<file path="config.mk">
export PLATFORM = sky130hd
export DESIGN_NAME = rc_pulse_remap_servo_generator
export DESIGN_NICKNAME = d
export VERILOG_FILES = /design/src/sv/rpr_pkg.sv /design/src/sv/rc_pulse_remap_servo_generator.sv /design/src/sv/rpr_div.sv /design/src/sv/rpr_dp.sv /design/src/sv/rpr_ctrl.sv
export SDC_FILE = /design/constraint.sdc
export NUM_CORES = 1
export LEC_CHECK = 0
export ABC_AREA = 1
export BUFFER_PORTS_ARGS = -buffer_cell sky130_fd_sc_hd__buf_2
export CAP_MARGIN = 20
export CELL_PAD_IN_SITES_DETAIL_PLACEMENT = 1
export CELL_PAD_IN_SITES_GLOBAL_PLACEMENT = 1
export CORE_AREA = 4 4 246 248
export CTS_CLUSTER_SIZE = 25
export DETAILED_ROUTE_END_ITERATION = 12
export DIE_AREA = 0 0 250 252
export PLACE_DENSITY = 0.9
export SLEW_MARGIN = 20
export SYNTH_ARGS = -nofsm -noshare
export SYNTH_HDL_FRONTEND = slang
export SYNTH_HIERARCHICAL = 1
export SYNTH_SLANG_ARGS = --single-unit
</file>
<file path="constraint.sdc">
create_clock -name aclk -period 10.86 [get_ports aclk]
set_input_delay 1.086 -clock aclk [delete_from_list [all_inputs] [get_ports aclk]]
set_output_delay 1.086 -clock aclk [all_outputs]
set_load 0.005 [all_outputs]
</file>
<file path="src/sv/rpr_pkg.sv">
// shared types, constants and codes of the rc pulse remap servo generator
package rpr_pkg;

    localparam int COUNTER_BITS_DEF = 16;

    localparam int PULSE_W    = 12;
    localparam int CMD_W      = 12;
    localparam int TIMER_W    = 16;
    localparam int GAP_W      = 10;
    localparam int CFG_IDX_W  = 3;
    localparam int CFG_DATA_W = 16;

    localparam logic [PULSE_W-1:0] RANGE_LO_RST   = 12'd1000;
    localparam logic [PULSE_W-1:0] RANGE_HI_RST   = 12'd2000;
    localparam logic [CMD_W-1:0]   FIRST_MIN_RST  = 12'd1610;
    localparam logic [CMD_W-1:0]   FIRST_MAX_RST  = 12'd1460;
    localparam logic [CMD_W-1:0]   SECOND_MIN_RST = 12'd2000;
    localparam logic [CMD_W-1:0]   SECOND_MAX_RST = 12'd1000;
    localparam logic [TIMER_W-1:0] FRAME_RST      = 16'd20000;
    localparam logic [GAP_W-1:0]   GAP_RST        = 10'd100;
    localparam logic [CMD_W-1:0]   CMD_RST        = 12'd1500;
    localparam logic [TIMER_W-1:0] START_WAIT     = 16'd50;
    localparam logic [TIMER_W-1:0] OVERRUN_WAIT   = 16'd50;
    localparam logic [TIMER_W-1:0] TIMER_SAT      = 16'hFFFF;

    typedef enum logic [CFG_IDX_W-1:0] {
        REG_RANGE_LO          = 3'd0,
        REG_RANGE_HI          = 3'd1,
        REG_FIRST_OUT_AT_MIN  = 3'd2,
        REG_FIRST_OUT_AT_MAX  = 3'd3,
        REG_SECOND_OUT_AT_MIN = 3'd4,
        REG_SECOND_OUT_AT_MAX = 3'd5,
        REG_FRAME_PERIOD      = 3'd6,
        REG_CHANNEL_GAP       = 3'd7
    } cfg_reg_t;

    typedef enum logic [3:0] {
        PH_WAIT  = 4'b0001,
        PH_HIGH  = 4'b0010,
        PH_GAP   = 4'b0100,
        PH_FRAME = 4'b1000
    } seq_phase_t;

    typedef enum logic [7:0] {
        ST_IDLE   = 8'b0000_0001,
        ST_PICK   = 8'b0000_0010,
        ST_MUL    = 8'b0000_0100,
        ST_DSTART = 8'b0000_1000,
        ST_DIV    = 8'b0001_0000,
        ST_APPLY  = 8'b0010_0000,
        ST_SEQ    = 8'b0100_0000,
        ST_DONE   = 8'b1000_0000
    } ctrl_state_t;

    typedef struct packed {
        logic rc_level_first;
        logic rc_level_second;
    } in_t;

    typedef struct packed {
        logic             servo_first;
        logic             servo_second;
        logic [CMD_W-1:0] command_first;
        logic [CMD_W-1:0] command_second;
    } out_t;

    typedef struct packed {
        logic accept;
        logic start_map;
        logic map_ch;
        logic mul;
        logic div_start;
        logic apply;
        logic seq;
        logic load_out;
    } dp_cmd_t;

    typedef struct packed {
        logic [1:0] pend_cap;
        logic       div_done;
        logic       out_full;
    } dp_status_t;

endpackage

</file>
<file path="src/sv/rc_pulse_remap_servo_generator.sv">
// top level of the two-channel rc pulse remap and servo pulse generator
// Each request is one 1 us tick carrying two receiver levels; exactly one result
// follows it with both servo drive levels and the current commands. A tick with no
// falling receiver edge goes through the pick, sequencer and done states, the last
// loading the result register, before the next request is taken in idle. Every
// falling edge adds a remap (multiply, divider start, divide, apply) paced by the
// shared restoring divider that yields one quotient bit per clock; with both channels
// falling in the same tick the two remaps run one after the other. A new request is
// taken once the previous one has reached the output register, which waits while an
// earlier result is still untaken. Configuration registers are written through
// cfg_wr_en/cfg_index/cfg_data by the user only while idle; no logic enforces it.
module rc_pulse_remap_servo_generator #(
    parameter int COUNTER_BITS = rpr_pkg::COUNTER_BITS_DEF
) (
    input  logic                           aclk,
    input  logic                           aresetn,
    input  logic                           s_valid,
    output logic                           s_ready,
    input  rpr_pkg::in_t                   s_data,
    output logic                           m_valid,
    input  logic                           m_ready,
    output rpr_pkg::out_t                  m_data,
    input  logic                           cfg_wr_en,
    input  logic [rpr_pkg::CFG_IDX_W-1:0]  cfg_index,
    input  logic [rpr_pkg::CFG_DATA_W-1:0] cfg_data
);
    import rpr_pkg::*;

    dp_cmd_t    cmd;
    dp_status_t status;

    rpr_ctrl u_ctrl (
        .aclk    (aclk),
        .aresetn (aresetn),
        .s_valid (s_valid),
        .s_ready (s_ready),
        .m_ready (m_ready),
        .status  (status),
        .cmd     (cmd)
    );

    rpr_dp #(
        .COUNTER_BITS (COUNTER_BITS)
    ) u_dp (
        .aclk      (aclk),
        .aresetn   (aresetn),
        .s_data    (s_data),
        .m_ready   (m_ready),
        .m_data    (m_data),
        .m_valid   (m_valid),
        .cfg_wr_en (cfg_wr_en),
        .cfg_index (cfg_index),
        .cfg_data  (cfg_data),
        .cmd       (cmd),
        .status    (status)
    );

endmodule

</file>
<file path="src/sv/rpr_div.sv">
// restoring unsigned divider, one quotient bit per clock
module rpr_div #(
    parameter int NUM_W = 28,
    parameter int DEN_W = 12
) (
    input  logic             aclk,
    input  logic             aresetn,
    input  logic             start,
    input  logic [NUM_W-1:0] num,
    input  logic [DEN_W-1:0] den,
    output logic [NUM_W-1:0] quot,
    output logic             busy
);
    localparam int CNT_W = $clog2(NUM_W + 1);

    logic [NUM_W-1:0] quot_reg, quot_next;
    logic [DEN_W-1:0] rem_reg, rem_next;
    logic [CNT_W-1:0] cnt_reg, cnt_next;
    logic             busy_reg, busy_next;
    logic [DEN_W:0]   shifted;
    logic [DEN_W:0]   trial;
    logic             fits;

    assign shifted = {rem_reg, quot_reg[NUM_W-1]};
    assign trial   = shifted - {1'b0, den};
    assign fits    = shifted >= {1'b0, den};

    always_comb begin
        quot_next = quot_reg;
        rem_next  = rem_reg;
        cnt_next  = cnt_reg;
        busy_next = busy_reg;
        if (start) begin
            quot_next = num;
            rem_next  = '0;
            cnt_next  = CNT_W'(NUM_W);
            busy_next = 1'b1;
        end else if (busy_reg) begin
            quot_next = {quot_reg[NUM_W-2:0], fits};
            rem_next  = fits ? trial[DEN_W-1:0] : shifted[DEN_W-1:0];
            cnt_next  = cnt_reg - CNT_W'(1);
            if (cnt_reg == CNT_W'(1)) begin
                busy_next = 1'b0;
            end
        end
    end

    always_ff @(posedge aclk) begin
        if (!aresetn) begin
            cnt_reg  <= '0;
            busy_reg <= 1'b0;
        end else begin
            cnt_reg  <= cnt_next;
            busy_reg <= busy_next;
        end
    end

    always_ff @(posedge aclk) begin
        quot_reg <= quot_next;
        rem_reg  <= rem_next;
    end

    assign quot = quot_reg;
    assign busy = busy_reg;

endmodule

</file>
<file path="src/sv/rpr_dp.sv">
// datapath: config registers, pulse capture, linear remap, servo sequencer, output stage
module rpr_dp #(
    parameter int COUNTER_BITS = rpr_pkg::COUNTER_BITS_DEF
) (
    input  logic                            aclk,
    input  logic                            aresetn,
    input  rpr_pkg::in_t                    s_data,
    input  logic                            m_ready,
    output rpr_pkg::out_t                   m_data,
    output logic                            m_valid,
    input  logic                            cfg_wr_en,
    input  logic [rpr_pkg::CFG_IDX_W-1:0]   cfg_index,
    input  logic [rpr_pkg::CFG_DATA_W-1:0]  cfg_data,
    input  rpr_pkg::dp_cmd_t                cmd,
    output rpr_pkg::dp_status_t             status
);
    import rpr_pkg::*;

    localparam int MAG_W = COUNTER_BITS + PULSE_W;
    localparam int VAL_W = MAG_W + 2;

    // configuration
    logic [PULSE_W-1:0] range_lo_reg, range_hi_reg;
    logic [CMD_W-1:0]   out_min_reg [2];
    logic [CMD_W-1:0]   out_max_reg [2];
    logic [TIMER_W-1:0] frame_period_reg;
    logic [GAP_W-1:0]   channel_gap_reg;

    // capture and commands
    logic [1:0]              prev_reg, prev_next;
    logic [1:0]              pend_reg, pend_next;
    logic [COUNTER_BITS-1:0] cnt_reg [2];
    logic [COUNTER_BITS-1:0] cnt_next [2];
    logic [CMD_W-1:0]        cmd_reg [2];
    logic [CMD_W-1:0]        cmd_next [2];
    logic                    ch_sel_reg, ch_sel_next;

    // sequencer
    seq_phase_t         phase_reg, phase_next;
    logic               chan_reg, chan_next;
    logic [TIMER_W-1:0] pt_reg, pt_next;
    logic [TIMER_W-1:0] ft_reg, ft_next;
    logic               servo0_reg, servo0_next;
    logic               servo1_reg, servo1_next;

    // remap operands
    logic [MAG_W-1:0] num_mag_reg, num_mag_next;
    logic [PULSE_W-1:0] den_mag_reg, den_mag_next;
    logic             q_neg_reg, q_neg_next;
    logic             den_zero_reg, den_zero_next;

    out_t m_data_reg, m_data_next;
    logic m_valid_reg, m_valid_next;

    logic [1:0]              lvl;
    logic [COUNTER_BITS-1:0] width;
    logic [COUNTER_BITS-1:0] lo_wide;
    logic [COUNTER_BITS-1:0] diff_mag;
    logic                    diff_neg;
    logic [CMD_W-1:0]        span_mag;
    logic                    span_neg;
    logic [PULSE_W-1:0]      den_mag;
    logic                    den_neg;
    logic [MAG_W-1:0]        prod;
    logic [MAG_W-1:0]        div_quot;
    logic                    div_busy;

    logic signed [VAL_W-1:0] q_ext, q_signed, omin_ext, lo_ext, hi_ext, val;
    logic                    val_ok;

    assign lvl = {s_data.rc_level_second, s_data.rc_level_first};

    // width minus min, output span and input span as sign and magnitude
    assign width    = cnt_reg[ch_sel_reg];
    assign lo_wide  = COUNTER_BITS'(range_lo_reg);
    assign diff_neg = width < lo_wide;
    assign diff_mag = diff_neg ? lo_wide - width : width - lo_wide;
    assign span_neg = out_max_reg[ch_sel_reg] < out_min_reg[ch_sel_reg];
    assign span_mag = span_neg ? out_min_reg[ch_sel_reg] - out_max_reg[ch_sel_reg]
                               : out_max_reg[ch_sel_reg] - out_min_reg[ch_sel_reg];
    assign den_neg  = range_hi_reg < range_lo_reg;
    assign den_mag  = den_neg ? range_lo_reg - range_hi_reg
                              : range_hi_reg - range_lo_reg;
    assign prod     = MAG_W'(diff_mag) * MAG_W'(span_mag);

    rpr_div #(
        .NUM_W (MAG_W),
        .DEN_W (PULSE_W)
    ) u_div (
        .aclk    (aclk),
        .aresetn (aresetn),
        .start   (cmd.div_start),
        .num     (num_mag_reg),
        .den     (den_mag_reg),
        .quot    (div_quot),
        .busy    (div_busy)
    );

    // quotient truncates toward zero, sign applied afterwards
    assign q_ext    = VAL_W'(div_quot);
    assign q_signed = q_neg_reg ? -q_ext : q_ext;
    assign omin_ext = VAL_W'(out_min_reg[ch_sel_reg]);
    assign lo_ext   = VAL_W'(range_lo_reg);
    assign hi_ext   = VAL_W'(range_hi_reg);
    assign val      = den_zero_reg ? omin_ext : q_signed + omin_ext;
    assign val_ok   = (val >= lo_ext) && (val <= hi_ext);

    always_comb begin
        logic [TIMER_W-1:0] ft_inc;
        logic [TIMER_W-1:0] pt_dec;
        logic [CMD_W-1:0]   cmd_cur;

        prev_next     = prev_reg;
        pend_next     = pend_reg;
        cnt_next      = cnt_reg;
        cmd_next      = cmd_reg;
        ch_sel_next   = ch_sel_reg;
        phase_next    = phase_reg;
        chan_next     = chan_reg;
        pt_next       = pt_reg;
        ft_next       = ft_reg;
        servo0_next   = servo0_reg;
        servo1_next   = servo1_reg;
        num_mag_next  = num_mag_reg;
        den_mag_next  = den_mag_reg;
        q_neg_next    = q_neg_reg;
        den_zero_next = den_zero_reg;
        m_data_next   = m_data_reg;
        m_valid_next  = m_valid_reg;

        ft_inc  = (ft_reg != TIMER_SAT) ? ft_reg + TIMER_W'(1) : ft_reg;
        pt_dec  = (pt_reg != '0) ? pt_reg - TIMER_W'(1) : pt_reg;
        cmd_cur = cmd_reg[chan_reg];

        if (cmd.accept) begin
            for (int i = 0; i < 2; i++) begin
                if (lvl[i]) begin
                    if (!prev_reg[i]) begin
                        cnt_next[i] = COUNTER_BITS'(1);
                    end else if (cnt_reg[i] != {COUNTER_BITS{1'b1}}) begin
                        cnt_next[i] = cnt_reg[i] + COUNTER_BITS'(1);
                    end
                end
            end
            // falling edge latches the width for remapping
            pend_next = prev_reg & ~lvl;
            prev_next = lvl;
        end

        if (cmd.start_map) begin
            ch_sel_next          = cmd.map_ch;
            pend_next[cmd.map_ch] = 1'b0;
        end

        if (cmd.mul) begin
            num_mag_next  = prod;
            den_mag_next  = den_mag;
            q_neg_next    = diff_neg ^ span_neg ^ den_neg;
            den_zero_next = den_mag == '0;
        end

        if (cmd.apply && val_ok) begin
            cmd_next[ch_sel_reg] = val[CMD_W-1:0];
        end

        if (cmd.seq) begin
            servo0_next = (phase_reg == PH_HIGH) && !chan_reg;
            servo1_next = (phase_reg == PH_HIGH) && chan_reg;
            ft_next     = ft_inc;
            pt_next     = pt_dec;
            if (pt_dec == '0) begin
                if (phase_reg == PH_HIGH) begin
                    chan_next = ~chan_reg;
                    if (!chan_reg) begin
                        phase_next = PH_GAP;
                        pt_next    = (channel_gap_reg == '0) ? TIMER_W'(1)
                                                             : TIMER_W'(channel_gap_reg);
                    end else begin
                        phase_next = PH_FRAME;
                        // frame already overran: short restart wait
                        pt_next    = (ft_inc < frame_period_reg) ? frame_period_reg - ft_inc
                                                                 : OVERRUN_WAIT;
                    end
                end else begin
                    phase_next = PH_HIGH;
                    pt_next    = (cmd_cur == '0) ? TIMER_W'(1) : TIMER_W'(cmd_cur);
                    if (!chan_reg) begin
                        ft_next = '0;
                    end
                end
            end
        end

        if (cmd.load_out) begin
            m_data_next.servo_first    = servo0_reg;
            m_data_next.servo_second   = servo1_reg;
            m_data_next.command_first  = cmd_reg[0];
            m_data_next.command_second = cmd_reg[1];
            m_valid_next               = 1'b1;
        end else if (m_ready) begin
            m_valid_next = 1'b0;
        end
    end

    always_ff @(posedge aclk) begin
        if (!aresetn) begin
            range_lo_reg     <= RANGE_LO_RST;
            range_hi_reg     <= RANGE_HI_RST;
            out_min_reg[0]   <= FIRST_MIN_RST;
            out_max_reg[0]   <= FIRST_MAX_RST;
            out_min_reg[1]   <= SECOND_MIN_RST;
            out_max_reg[1]   <= SECOND_MAX_RST;
            frame_period_reg <= FRAME_RST;
            channel_gap_reg  <= GAP_RST;
        end else if (cfg_wr_en) begin
            unique case (cfg_reg_t'(cfg_index))
                REG_RANGE_LO:          range_lo_reg     <= cfg_data[PULSE_W-1:0];
                REG_RANGE_HI:          range_hi_reg     <= cfg_data[PULSE_W-1:0];
                REG_FIRST_OUT_AT_MIN:  out_min_reg[0]   <= cfg_data[CMD_W-1:0];
                REG_FIRST_OUT_AT_MAX:  out_max_reg[0]   <= cfg_data[CMD_W-1:0];
                REG_SECOND_OUT_AT_MIN: out_min_reg[1]   <= cfg_data[CMD_W-1:0];
                REG_SECOND_OUT_AT_MAX: out_max_reg[1]   <= cfg_data[CMD_W-1:0];
                REG_FRAME_PERIOD:      frame_period_reg <= cfg_data[TIMER_W-1:0];
                REG_CHANNEL_GAP:       channel_gap_reg  <= cfg_data[GAP_W-1:0];
                default: ;
            endcase
        end
    end

    always_ff @(posedge aclk) begin
        if (!aresetn) begin
            prev_reg    <= '0;
            pend_reg    <= '0;
            cnt_reg[0]  <= '0;
            cnt_reg[1]  <= '0;
            cmd_reg[0]  <= CMD_RST;
            cmd_reg[1]  <= CMD_RST;
            ch_sel_reg  <= 1'b0;
            phase_reg   <= PH_WAIT;
            chan_reg    <= 1'b0;
            pt_reg      <= START_WAIT;
            ft_reg      <= '0;
            m_valid_reg <= 1'b0;
        end else begin
            prev_reg    <= prev_next;
            pend_reg    <= pend_next;
            cnt_reg     <= cnt_next;
            cmd_reg     <= cmd_next;
            ch_sel_reg  <= ch_sel_next;
            phase_reg   <= phase_next;
            chan_reg    <= chan_next;
            pt_reg      <= pt_next;
            ft_reg      <= ft_next;
            m_valid_reg <= m_valid_next;
        end
    end

    always_ff @(posedge aclk) begin
        servo0_reg   <= servo0_next;
        servo1_reg   <= servo1_next;
        num_mag_reg  <= num_mag_next;
        den_mag_reg  <= den_mag_next;
        q_neg_reg    <= q_neg_next;
        den_zero_reg <= den_zero_next;
        m_data_reg   <= m_data_next;
    end

    assign m_data          = m_data_reg;
    assign m_valid         = m_valid_reg;
    assign status.pend_cap = pend_reg;
    assign status.div_done = !div_busy;
    assign status.out_full = m_valid_reg;

endmodule

</file>
<file path="src/sv/rpr_ctrl.sv">
// controller: steps each request through capture, remap, sequencer and output
module rpr_ctrl (
    input  logic                 aclk,
    input  logic                 aresetn,
    input  logic                 s_valid,
    output logic                 s_ready,
    input  logic                 m_ready,
    input  rpr_pkg::dp_status_t  status,
    output rpr_pkg::dp_cmd_t     cmd
);
    import rpr_pkg::*;

    ctrl_state_t state_reg, state_next;

    always_comb begin
        state_next = state_reg;
        cmd        = '0;
        unique case (state_reg)
            ST_IDLE: begin
                if (s_valid) begin
                    cmd.accept = 1'b1;
                    state_next = ST_PICK;
                end
            end
            ST_PICK: begin
                priority if (status.pend_cap[0]) begin
                    cmd.start_map = 1'b1;
                    cmd.map_ch    = 1'b0;
                    state_next    = ST_MUL;
                end else if (status.pend_cap[1]) begin
                    cmd.start_map = 1'b1;
                    cmd.map_ch    = 1'b1;
                    state_next    = ST_MUL;
                end else begin
                    state_next = ST_SEQ;
                end
            end
            ST_MUL: begin
                cmd.mul    = 1'b1;
                state_next = ST_DSTART;
            end
            ST_DSTART: begin
                cmd.div_start = 1'b1;
                state_next    = ST_DIV;
            end
            ST_DIV: begin
                if (status.div_done) begin
                    state_next = ST_APPLY;
                end
            end
            ST_APPLY: begin
                cmd.apply  = 1'b1;
                state_next = ST_PICK;
            end
            ST_SEQ: begin
                cmd.seq    = 1'b1;
                state_next = ST_DONE;
            end
            ST_DONE: begin
                // wait for the output stage to free up
                if (!status.out_full || m_ready) begin
                    cmd.load_out = 1'b1;
                    state_next   = ST_IDLE;
                end
            end
            default: state_next = ST_IDLE;
        endcase
    end

    always_ff @(posedge aclk) begin
        if (!aresetn) begin
            state_reg <= ST_IDLE;
        end else begin
            state_reg <= state_next;
        end
    end

    assign s_ready = state_reg == ST_IDLE;

    a_accept_leaves_idle: assert property (@(posedge aclk) disable iff (!aresetn)
        (s_valid && s_ready) |=> (state_reg == ST_PICK))
        else $error("request accepted but controller did not move to capture handling");

    a_load_into_free_slot: assert property (@(posedge aclk) disable iff (!aresetn)
        cmd.load_out |-> (!status.out_full || m_ready))
        else $error("result loaded over an untaken result");

    a_no_pending_in_idle: assert property (@(posedge aclk) disable iff (!aresetn)
        (state_reg == ST_IDLE) |-> (status.pend_cap == 2'b00))
        else $error("capture left unmapped at end of request");

    a_div_start_when_free: assert property (@(posedge aclk) disable iff (!aresetn)
        cmd.div_start |-> status.div_done)
        else $error("divider restarted while busy");

endmodule
</file>
==> impl_metrics.ini <==
[yosys]
synth_ff_type = dfxtp_1
netlist_instances = 3761
synthTopCellsByArea = edfxtp_1 16%, dfxtp_1 13%, nand2_1 12%, fa_1 11%, ha_1 9.4%
yosysSeqAreaShare_pct = 28.5
synth_top_area_cell = edfxtp_1
synth.distinct_cells = 67
synth_top_area_share_pct = 15.8
netlist_area_um2 = 27800
syn_nets = 4144
async_flop_share_pct = 0
yosys_warnings = 6
synth.avg_cell_area_um2 = 7.38
synth_edf_count = 146
ys_ff_latch = 322

[die]
initial_core_util_pct = 47.5
die_area_um2 = 63000
row_count = 89
core-area_um2 = 58500
die_w_um = 250
io_pins = 54
die_y_um = 252

[worst_setup_path]
cpMaxStageDelayCell = dfxtp_1
required_ps = 11160
r2r-start = u_dp/ch_sel_reg
crit_start = u_dp/ch_sel_reg
cp-start-kind = flip-flop
end_kind = flip-flop
critPathMaxFanout = 18
crit_arrival_ps = 10650
critical_path_class = flip-flop to flip-flop
slowest_delay_ps = 800

[cts]
cts_root_buffer = clkbuf_16
cts_buffer_depth = 3
cts_inserted_buffers = 38
cts_tree = done
htree_levels = 2
cts_hold_buf = 0
clkLatencyLatePin_ps = 570
cts_sinks = 322
clk_pin_slew_ps = 60

[placement]
port_buffers = 53
post-place-cells = 4508
place_congestion = 0.946
dp_hpwl_um = 71200

[routing]
vias_per_cell = 5.70
routed_wl_um = 93900
antenna_left = 0
num_vias = 26135
drc = 0
drt-pass1-iter-count = 6
wire_per_inst_um = 20.5
drt_iter0_drc = 2024

[timing]
fmax_mhz = 96.6
post-route-min-period_ps = 10350
final_max_slew_viol_count = 0
max_slew_margin_pct = 27.2
final.setup_skew_ps = 14.8
finalHoldViolCount = 0
final.period_utilization_pct = 95.3
tightest_slew_ps = 1080
finalSetupViolCount = 0

[global_route]
grt_pass1_vias = 27434
antenna_found_initial = 1
grt_remaining_overflow = 0
grt_pass1_wl_um = 147000
grt_max_degree = 51
grt.total_usage_pct = 28.8

[final_layout]
largest_reg_flops = 32
drive_above_1_share_pct = 7.35
area_delta_synth_final_pct = 8.21
final_cell_count_no_fill = 4582
num-fill-cells = 7407
fin_nets = 4161

[status]
status = finished clean

[flow_run]
drv_cap = 0

[worst_hold_path]
holdCritStartpoint = u_dp/servo1_reg
hold_class = flip-flop to flip-flop
timing repair:
item | in CTS | in global routing
resized for setup | 0 | 5
setup endpoints to repair | 0 | 6
setup buffers | 0 | 0
critical path, delay by kind of cell (launching register included):
kind                     cells  cell delay (ps)
AO/OA/AOI/OAI               11             2530
adder cells (fa/ha/maj)      7             3200
AND/OR/NAND/NOR              5             1270
flip-flops                   1              800
multiplexers                 1              350
XOR/XNOR                     2              780
buffers and inverters        6             1150
cells in the final DEF (no fill, tap or decap), types with 36 or more instances in the layout:
cell type	synthesis	routed
ha_1	208	208
buf_2	20	53
clkbuf_16	0	41
nor2_1	332	331
inv_1	601	597
xnor2_1	36	36
xor2_1	88	88
fa_1	149	149
o21ai_0	217	217
nand2_1	912	912
a21oi_1	246	246
dfxtp_1	176	175
edfxtp_1	146	146
nand4_1	61	61
nor3_1	48	48
nand3_1	143	143
stage by stage:
step	worst slack, ps	utilization (%)	hold WS (ps)	cell area [µm²]	setup TNS (ps)
after detailed placement	511	49.2	412	28700	0
after floorplan	2760	-	400	27800	0
after CTS	224	51.3	429	30000	0
after global routing	-18.1	51.4	453	30100	-27.9
after global placement	1200	49.1	411	28700	0
final	509	51.4	428	30100	0
path summary, 6_finish.rpt:
kind	end	cells past startpoint	slack (ps)
setup reg to reg	u_dp/num_mag_reg[26]	32	510
hold / removal	u_dp/m_data[24]	0	430
hold reg to reg	u_dp/m_data[24]	0	430
setup / recovery	u_dp/num_mag_reg[26]	32	510
cell families after synthesis:
family / synth area share, %
compound gates: 11.8
simple gates: 25.4
xor+xnor: 3.97
fa+ha+maj: 20.1
flops: 28.5
buf+inv: 10.1
mux: 0.180
cell type report:
| type | instances | area, µm² | share of cell area, % |
|---|---|---|---|
| Inverter | 633 | 2390 | 7.94 |
| Timing Repair Buffer | 74 | 448 | 1.49 |
| Multi-Input combinational cell | 2708 | 17100 | 56.9 |
| Tap cell | 773 | 967 | 3.22 |
| Clock buffer | 52 | 1070 | 3.55 |
| Sequential cell | 322 | 7910 | 26.3 |
| Clock inverter | 18 | 183 | 0.608 |
| Antenna cell | 1 | 2.50 | 0.00833 |
| Timing Repair inverter | 1 | 5.00 | 0.0167 |
layer usage:
| layer | routed length [µm] | up-vias | track usage, % |
|---|---|---|---|
| met1 | 38700 | 12814 | 36.7 |
| li1 | - | 12084 | - |
| met2 | 45100 | 957 | 49.6 |
| met5 | 0 | - | 0 |
| met3 | 6540 | 280 | 4.91 |
| met4 | 3480 | 0 | 10.4 |
synthesized netlist by cell type (all sizes together), types with 32 or more instances:
cell type	n
nand2	939
inv	619
nor2	360
a21oi	249
o21ai	228
ha	208
dfxtp	176
nand3	163
fa	149
edfxtp	146
xor2	89
clkbuf	66
nand4	62
nor3	50
or2	36
xnor2	36
buf	32
Power is not shown: default switching activity piles up to over one toggle a cycle in this logic, so the estimate is an artifact.
